==> src/rtl/rcms_pkg.sv <==
// shared types and constants of the radar clutter map subtract block
// used by rcms_ctrl, rcms_dp and radar_clutter_map_subtract_core
package rcms_pkg;

    // field widths
    localparam int SHAFT_W  = 16;
    localparam int BIN_W    = 10;
    localparam int SAMPLE_W = 16;
    localparam int ALPHA_W  = 16;
    localparam int OUT_W    = 17;
    localparam int MAP_W    = 40;
    localparam int CNT_W    = 16;

    // azimuth partitions: 64 of 65536 shaft codes, taken from the code's top bits
    localparam int PART_W    = 6;
    localparam int MAP_AW    = PART_W + BIN_W;
    localparam int MAP_DEPTH = 2 ** MAP_AW;
    localparam int PARTS     = 2 ** PART_W;

    // mean divider: one quotient bit per cycle
    localparam int DIV_STEPS = MAP_W;
    localparam int DIV_CW    = $clog2(DIV_STEPS);

    // register map
    localparam int APB_AW = 3;
    localparam logic REG_LEARNING = 1'b0;
    localparam logic REG_ALPHA    = 1'b1;
    localparam logic [ALPHA_W-1:0] ALPHA_RESET = 16'd3277;

    typedef enum logic [8:0] {
        S_CLEAR = 9'b000000001,
        S_IDLE  = 9'b000000010,
        S_READ  = 9'b000000100,
        S_FETCH = 9'b000001000,
        S_DIV   = 9'b000010000,
        S_MUL   = 9'b000100000,
        S_ADD   = 9'b001000000,
        S_FIN   = 9'b010000000,
        S_SPARE = 9'b100000000
    } t_state;

    typedef struct packed {
        logic clr;
        logic capture;
        logic rd;
        logic load;
        logic div;
        logic mul;
        logic add;
        logic fin;
    } t_cmd;

    typedef struct packed {
        logic clr_last;
        logic div_last;
        logic need_div;
        logic learning;
        logic out_free;
    } t_sts;

endpackage

==> src/rtl/rcms_ctrl.sv <==
// sequencer of the clutter map block: clearing pass, then one word at a time
// depends on rcms_pkg
module rcms_ctrl (
    input  logic           i_clk,
    input  logic           i_rst_n,
    input  logic           i_valid,
    output logic           o_stall,
    input  rcms_pkg::t_sts i_sts,
    output rcms_pkg::t_cmd o_cmd
);
    import rcms_pkg::*;

    t_state r_state, n_state;

    // state register
    always_ff @(posedge i_clk) begin
        if (!i_rst_n) begin
            r_state <= S_CLEAR;
        end else begin
            r_state <= n_state;
        end
    end

    // next state and commands
    always_comb begin
        n_state = r_state;
        o_cmd   = '0;
        o_stall = 1'b1;
        case (r_state)
            S_CLEAR: begin
                o_cmd.clr = 1'b1;
                if (i_sts.clr_last) n_state = S_IDLE;
            end
            S_IDLE: begin
                o_stall = 1'b0;
                if (i_valid) begin
                    o_cmd.capture = 1'b1;
                    n_state = S_READ;
                end
            end
            S_READ: begin
                o_cmd.rd = 1'b1;
                n_state = S_FETCH;
            end
            S_FETCH: begin
                o_cmd.load = 1'b1;
                if (i_sts.learning) n_state = S_FIN;
                else if (i_sts.need_div) n_state = S_DIV;
                else n_state = S_MUL;
            end
            S_DIV: begin
                o_cmd.div = 1'b1;
                if (i_sts.div_last) n_state = S_MUL;
            end
            S_MUL: begin
                o_cmd.mul = 1'b1;
                n_state = S_ADD;
            end
            S_ADD: begin
                o_cmd.add = 1'b1;
                n_state = S_FIN;
            end
            S_FIN: begin
                o_cmd.fin = 1'b1;
                if (i_sts.out_free) n_state = S_IDLE;
            end
            default: begin
                n_state = S_IDLE;
            end
        endcase
    end

endmodule

==> config.mk <==
export PLATFORM = sky130hd
export DESIGN_NAME = rcms_ctrl
export DESIGN_NICKNAME = d
export VERILOG_FILES = /design/src/rtl/rcms_pkg.sv /design/src/rtl/rcms_ctrl.sv
export SDC_FILE = /design/constraint.sdc
export NUM_CORES = 1
export LEC_CHECK = 0
export BUFFER_PORTS_ARGS = -buffer_cell sky130_fd_sc_hd__buf_2
export CORE_AREA = 2 2 39 41
export CTS_CLUSTER_SIZE = 20
export DETAILED_ROUTE_END_ITERATION = 8
export DIE_AREA = 0 0 41 43
export PLACE_DENSITY = 0.65
export SLEW_MARGIN = 30
export SYNTH_ARGS = -nofsm -noshare
export SYNTH_HDL_FRONTEND = slang
export SYNTH_SLANG_ARGS = --single-unit
export TNS_END_PERCENT = 30
==> constraint.sdc <==
create_clock -name i_clk -period 3 [get_ports i_clk]
set_input_delay 0.9 -clock i_clk [delete_from_list [all_inputs] [get_ports i_clk]]
set_output_delay 0.9 -clock i_clk [all_outputs]
set_load 0.05 [all_outputs]
After elaboration in Yosys (flattened, before gate mapping)
Index checks and enable logic that the tools add are counted.

Multiplexer cells: 17. Reductions and logical operators: 1. Equal/unequal tests: 12.

Operators by type and width (count): $pmux 9 s8 (1); $mux 9 (5); $mux 1 (10); $eq 9x1->1 const B (1); $eq 9x2->1 const B (1); $eq 9x3->1 const B (1); $eq 9x4->1 const B (1); $eq 9x5->1 const B (1); $eq 9x6->1 const B (1); $eq 9x7->1 const B (1); $eq 9x8->1 const B (1); $ne 2x2->1 const B (4); $mux 6 (1); $reduce_and 4->1 (1).

Flip-flop bits (word level): 9. Input bits: 8.

Depth between registers and ports, before layout
Gate-level depths: netlist of the first run.

Depth after elaboration: 3. Mapped depth: 6.

Worst setup path before layout of the first run
No wires, ideal clock.

Path type: reg-to-output. Start point: register r_state[5]. End point: output o_cmd[6] (netlist name). Required time: 2100 ps. Path buffers: 0. Slack: -183 ps. Stages on the path, launching flop included: 5. Data arrival time: 2283 ps. Cells stage by stage: dfxtp_1 > nor4_2 > nor3b_1 > nand3b_1 > nor2_1.

RTL lines: start: declaration (line rcms_ctrl.sv:13) `t_state r_state, n_state;`; start signal: assignment (line rcms_ctrl.sv:20) `r_state <= n_state;`; end: declaration (line rcms_ctrl.sv:9) `output rcms_pkg::t_cmd o_cmd`.

==> results.txt, run 1 <==
Measured along the y axis, the die boundary spans 43 um. The proportion of synthesized area in mux cells came out at 1.85%. In the global route stage, overall resource usage came out at 15.6%. The fraction of the cycle the final worst path needs is 91.1%. The register area came out at 160 um^2. The via count is 510.

The number of distinct library cells after synthesis came out at 33. The internal reg-to-reg setup slack came out at 1.32 ns. For this run, the number of Yosys warnings is 0. The I/O pin count is 17. TritonCTS built the clock tree. The required time at the worst-slack endpoint is 2.10 ns. The full die area is 0.00176 mm^2. The count of standard-cell rows is 14.

The synthesized instance count came out at 64. The synthesized-area fraction occupied by ao, oa, aoi and oai cells came out at 9.01%. The initial antenna violation count is 0.

In the final layout, the registers with the most flip-flops are r_state (8). In the layout the commonest cells are sky130_fd_sc_hd__buf_2, sky130_fd_sc_hd__dfxtp_1, sky130_fd_sc_hd__nor2_1, sky130_fd_sc_hd__nand2_1. For the worst setup path, the data arrival time is 1.83 ns. The final layout net count is 90. The filler cell count came out at 153. For the pin with the worst max-slew slack, the measured transition is 0.428 ns.

The count of clock tree sinks came out at 8. The number of slew-limit violations in the final report is 0. The average wire per standard cell came out at 11.9 um. In the final layout, the multi-input gates occupy 358 um^2. Setup violations remaining at the end of the flow were counted as 0. The minimum period implied by the final worst setup slack came out at 2.73 ns. The sequential fraction of design power is 43.7%.

The maximum clock skew at final layout came out at 0.00794 ns. The static leakage came out at 0.270 nW. The worst pin sits at a relative slew slack of 71.1%.

The power per cell area came out at 426 mW/mm^2. The routed length on met3 is 57 um. The internal power of the cells totals 0.184 mW.

Leaving out fill and tap cells, the most frequent cell in the layout is sky130_fd_sc_hd__buf_2. Walking the worst path, the cells encountered are nor4_4 -> nor3b_1 -> nand3b_1 -> nor2_2 -> buf_2. The count of hold-fix buffers inserted at cts is 0. The highest cell delay on the worst timing path is 0.38 ns.

After detailed routing, the wire length on met1 is 529 um. The register with the most flip-flops in the layout has 8 of them. The number of remaining DRC errors is 0. The maximum net fanout on the critical path is 5. The pre-antenna-repair detailed-routing pass consisted of 4 iterations. The synthesis-stage register bit count came out at 8. The final critical-path setup slack is 0.266 ns.

The share of synthesized cell area in and, or, nand and nor gates is 48.3%. The number of DRC markers after the initial detailed-route iteration came out at 8. Buffers inserted during clock tree synthesis total 3.

The number of port buffers came out at 16. Setup repair after global routing left no endpoint under its margin. Summed over all layers, the global routing overflow is 0. The routability congestion estimate from global placement is 0.822.

The post-detailed-placement cell area came out at 624 um^2. Cells fill 47.4% of the core in the end. For this design, the slowest cell found on the critical path is sky130_fd_sc_hd__nor4_4. The number of nets with antenna violations after detailed routing is 0. The first global-routing pass estimated 1800 um of wire. The initial standard-cell utilization of the core is 39.2%. The buffer levels on the longest clock path came out at 2. The worst-skew pair later-pin latency is 0.27 ns. Each instance of the synthesized netlist takes up on average 8.47 um^2. The net switching component of the power came out at 0.0956 mW. The number of placed instances, taps included, is 93. On the critical path the largest part of the delay comes from simple AND/OR/NAND/NOR gates.

The via count of the first global-routing pass is 422. The share of total power dissipated in the clock network is 31.1%. Excluding fillers, the count of instances in the completed layout stands at 96. The kind of start point of the critical path is a flip-flop.

The final hold violation count came out at 0. In this run the post-CTS setup repair buffer count came out at 0. The fraction of the yosys area taken by sequential cells is 29.6%. The flow ran to the end, and the final reports show no timing, DRC or antenna violations.

The met2 wirelength from detailed routing came out at 533 um. The synthesis-to-layout area growth came out at 21.0%. The tightest min-delay check is of the reg2reg type. The sum of buffers and inverters on the critical path is 1. The antenna diode instance count came out at 0. The combinational share of power is 25.2%. The critical path is of the reg2out type. The largest net degree at the start of global routing came out at 11. Clock tree synthesis selected as its root buffer the cell sky130_fd_sc_hd__clkbuf_4. The minimum setup slack after placement came out at 0.470 ns. The final layout contains routed wiring with a total length of 1140 um. The clock slew seen by the registers of the worst setup and hold paths is 0.06 ns.

Static timing analysis puts the maximum clock frequency at 366 MHz. The switching power as a share of total power is 34.2%. Post-CTS repair changed the size of 0 cells.

The endpoint class of the critical path is an output port. The area of the mapped netlist is 542 um^2. After Yosys synthesis, XOR and XNOR cells account for 4.85% of the synthesized area. The post-synthesis share of cell area spent on full adders, half adders and majority gates came out at 0%.

Counting every net in the synthesized netlist gives 72. The per-cell via count in the routed design is 5.31. The detailed placer's ending HPWL is 880 um. In this run the horizontal extent of the chip is 41 um. The worst-case IR drop observed on VDD is 0.000232 V. The proportion of layout cells with a drive suffix above 1 came out at 32.5%. The highest routed metal layer is met4. The cell area after layout came out at 656 um^2.

The dominant combinational cell family by area after synthesis is simple AND/OR/NAND/NOR gates. The max capacitance violation total is 0. The register ranked first by flip-flop count is r_state. The core outline area came out at 0.00138 mm^2. The H-tree depth reported by CTS is 1.
## per-stage QoR
| step | hold WS (ns) | setup TNS [ns] | power (mW) |
|---|---|---|---|
| floorplan | 0.625 | -0.0131 | 0.177 |
| global placement | 0.579 | 0 | 0.193 |
| detailed placement | 0.579 | 0 | 0.194 |
| CTS | 0.588 | 0 | 0.284 |
| global route | 0.635 | 0 | 0.298 |
| finish | 0.592 | 0 | 0.279 |
## tightest hold or removal path, cell delays in order (launching register included)
cell                      delay [ns]
sky130_fd_sc_hd__dfxtp_1        0.40
sky130_fd_sc_hd__nand2_1        0.09
sky130_fd_sc_hd__mux2i_1        0.05
## metal layers
layer / vias to the layer above / track usage (%)
li1: 263 / -
met2: 14 / 22.2
met3: 3 / 6.28
met4: 0 / 8.00
met5: - / 0
met1: 230 / 19.5
## final cells by class
cell class              count  share of cell area [%]
clock buffers               3                    3.44
well taps                  16                    3.05
inverters                   4                    2.29
multi-input cells          49                    54.6
repair buffers             16                    12.2
flip-flops and latches      8                    24.4
## synthesized netlist by cell type (all sizes together)
master | number | area, um^2
nand3 | 1 | 5.00
nand3b | 2 | 15.0
buf | 2 | 16.3
o21ai | 2 | 10.0
or4 | 1 | 11.3
nor3b | 4 | 30.0
nand2b | 3 | 18.8
nor3 | 2 | 10.0
xnor2 | 2 | 17.5
or2 | 1 | 6.26
o2111ai | 1 | 8.76
nor4b | 4 | 41.3
nor2 | 6 | 22.5
nor2b | 2 | 15.0
o21a | 1 | 7.51
dfxtp | 8 | 160
xor2 | 1 | 8.76
o311ai | 1 | 8.76
clkbuf | 1 | 3.75
mux2i | 1 | 10.0
nand2 | 5 | 18.8
nor4 | 3 | 40.0
or3 | 2 | 12.5
a21oi | 1 | 5.00
a32oi | 1 | 8.76
inv | 4 | 15.0
nand4b | 1 | 8.76
and2 | 1 | 6.26
## logic make-up after synthesis
group | Yosys count
AO/OA/AOI/OAI | 7
XOR/XNOR | 3
buffers and inverters | 7
flip-flops | 8
multiplexers | 1
AND/OR/NAND/NOR | 38
## power by group through the flow
stage,Clock (mW),Combinational (mW),Sequential (mW)
floorplan,0,0.0623,0.115
global placement,0,0.0697,0.124
detailed placement,0,0.0700,0.124
CTS,0.0926,0.0702,0.121
global route,0.0979,0.0767,0.124
finish,0.0869,0.0703,0.122
## worst paths after layout
kind               from    endpoint  cells after the start
max          r_state[5]    o_cmd[6]                      5
min          r_state[1]  r_state[1]                      2
max reg2reg  r_state[6]  r_state[1]                      4
min reg2reg  r_state[1]  r_state[1]                      2
No activity file was read; power rests on OpenSTA's default activity.
==> inputs of run 2 (changes only) <==
RECOVER_POWER = 25   (was unset)
==> run 2 against run 1 <==
Combinational power shrank 3%; fmax barely moved; highest routed layer unchanged; clock skew rose by 0.00081 ns; final cell count did not move; sequential share of layout area is 0.57 points higher; die area did not move; global-route usage did not move; clock power up 0.6%; setup slack gained 0.0020 ns; total power is 0.43% lower; largest power group unchanged; non-clock buffer count unchanged; critical path depth did not move.
==> results.txt, run 2 (same netlist as run 1, synthesis figures left out) <==
The number of slew-limit violations in the final report was 0. The later pin in the worst-skew pair is clocked with a latency of 0.27 ns. The number of DRC markers after the initial detailed-route iteration came out at 10. In this run the standard cell core region covers 0.00138 mm^2. The utilization of the core after routing is 46.3%.

In the final design database the tool counted 90 nets. The final layout contains routed wiring with a total length of 1140 um. The worst pin sits at a relative slew slack of 52.9%. The endpoint class of the critical path is an output port. Buffers inserted during clock tree synthesis total 3.

The critical path data arrival time is 1.83 ns. The tool flagged a number of max-cap violations equal to 0. The critical path goes through nor4_4 -> nor3b_1 -> nand3b_1 -> nor2_2 -> buf_2. The final hold violation count was 0. Counting instances, the worst hold path has a depth of 2. Post-CTS timing repair inserted 0 buffers for setup. The die covers 0.00176 mm^2.

The H-tree depth reported by CTS came out at 1. The synthesis-to-layout area growth is 18.2%. Setup repair after global routing left no endpoint under its margin. Static timing analysis puts the maximum clock frequency at 366 MHz.

The top cell types in the final layout, fill and taps aside, are sky130_fd_sc_hd__buf_2, sky130_fd_sc_hd__dfxtp_1, sky130_fd_sc_hd__nor2_1, sky130_fd_sc_hd__nand2_1. The worst setup path is launched from a flip-flop. The run finished with clean final reports.

The via count of the first global-routing pass is 422. Entering global routing, the biggest net connects 11 pins. The y dimension of the die came out at 43 um. The required time at the worst-slack endpoint is 2.10 ns.

The repair_antennas step left the layout with diodes totalling 0. TritonCTS built the clock tree. The initial antenna violation count is 0. Global routing finished with a remaining overflow of 0. The average wire per standard cell came out at 11.9 um. The final critical-path setup slack is 0.268 ns. The maximum clock skew at final layout is 0.00875 ns.

Of the available clock period, the critical path in the final layout requires 91.1%. In this run the power density over the cells is 434 mW/mm^2. Ranked by flip-flop count, first place goes to r_state. Counting both buffers and inverters, the worst setup path holds a total of 1. The worst setup path is of the reg2out kind. The number of flip-flops in the largest register came out at 8. The minimum setup slack after placement is 0.470 ns. In the final layout, the registers with the most flip-flops are r_state (8). The worst hold path belongs to the class reg2reg.

After detailed routing, the number of remaining DRC violations is 0. The highest cell delay on the worst timing path is 0.38 ns. The finished layout holds 96 standard cells, fillers aside. The buffer levels on the longest clock path came out at 2.

The largest individual stage delay along the critical path comes from the cell sky130_fd_sc_hd__nor4_4. The per-cell via count in the routed design came out at 5.27. The cell sitting at the root of the clock tree is a sky130_fd_sc_hd__clkbuf_4. The number of search-and-repair iterations in the first detailed-routing pass came out at 4.

The routability congestion estimate from global placement came out at 0.822. The x dimension of the die came out at 41 um. The first-pass GRT wire length is 1800 um.

Counting buffers and inverters, the worst setup path is 5 cells deep. The count of standard-cell rows is 14. The number of cells on the worst reg-to-reg path is 4. The maximum net fanout on the critical path came out at 5. Summed over all nets, the half-perimeter wirelength after detailed placement is 880 um. The number of port buffers came out at 16. The sum of negative setup slack came out at 0 ns. The clock slew seen by the registers of the worst setup and hold paths is 0.06 ns. The library cell used most frequently in the layout, excluding fill and tap cells, is sky130_fd_sc_hd__buf_2.

Of the cells placed in the final design, the portion with a size suffix greater than 1 is 31.3%. The static leakage is 0.269 nW. The final setup violation count is 0. The minimum period implied by the final worst setup slack is 2.73 ns. Grouping stages by cell kind, the critical path spends the most delay in simple AND/OR/NAND/NOR gates. The via count came out at 506. For this design the top-level I/O count stands at 17. Including well taps, the total number of placed cells is 93.

The total global routing track utilization is 15.6%. The clock drives 8 sinks. The number of nets with antenna violations after detailed routing is 0. The peak supply drop came out at 0.000229 V. The initial standard-cell utilization of the core is 39.2%. For the pin with the worst max-slew slack, the measured transition is 0.700 ns.
==> run 2: cell counts in the layout (fill, tap and decap cells not counted) <==
Identical to the previous run, type by type.
==> run 2: final timing paths <==
kind | startpoint | to | slack, ns
worst max-delay path | r_state[5] | o_cmd[6] | 0.27
worst min-delay path | r_state[1] | r_state[1] | 0.59
worst max register to register | r_state[6] | r_state[1] | 1.08
worst min register to register | r_state[1] | r_state[1] | 0.59
==> run 2: stage by stage <==
stage / hold slack (ns) / cell area (um^2) / total power [mW]
after floorplan: 0.625 / 544 / 0.177
final: 0.592 / 641 / 0.278
after global placement: 0.579 / 624 / 0.193
after global routing: 0.635 / 641 / 0.296
after CTS: 0.588 / 647 / 0.284
after detailed placement: 0.579 / 624 / 0.194
==> run 2: repair_timing <==
| item | 4_1_cts | 5_1_grt |
|---|---|---|
| gates resized for setup | 0 | 1 |
| hold buffers | 0 | 0 |
| endpoints found under the setup margin | 0 | 1 |
==> run 2: worst reg2reg max path: cells and delay by family (launching register included) <==
family,cells,cell delay [ns]
mux,1,0.13
flops,1,0.37
simple gates,3,1.29
==> run 2: where the power goes <==
part | internal, mW | switching (mW) | total [mW]
Combinational | 0.0263 | 0.0422 | 0.0685
Clock | 0.0461 | 0.0413 | 0.0874
Sequential | 0.111 | 0.0111 | 0.122
Total | 0.184 | 0.0946 | 0.278
==> run 2: layer usage <==
layer | vias up | track usage (%) | part of all wire, %
li1 | 264 | - | -
met1 | 226 | 19.5 | 46
met2 | 14 | 22.2 | 47
met3 | 2 | 6.28 | 4.7
met4 | 0 | 8.00 | 1.2
met5 | - | 0 | 0
==> run 2: area by class of cell <==
class | count | area [um^2]
multi-input cells | 49 | 343
inverters | 4 | 15.0
well taps | 16 | 20.0
fillers | 155 | 743
flip-flops and latches | 8 | 160
clock buffers | 3 | 22.5
repair buffers | 16 | 80.1
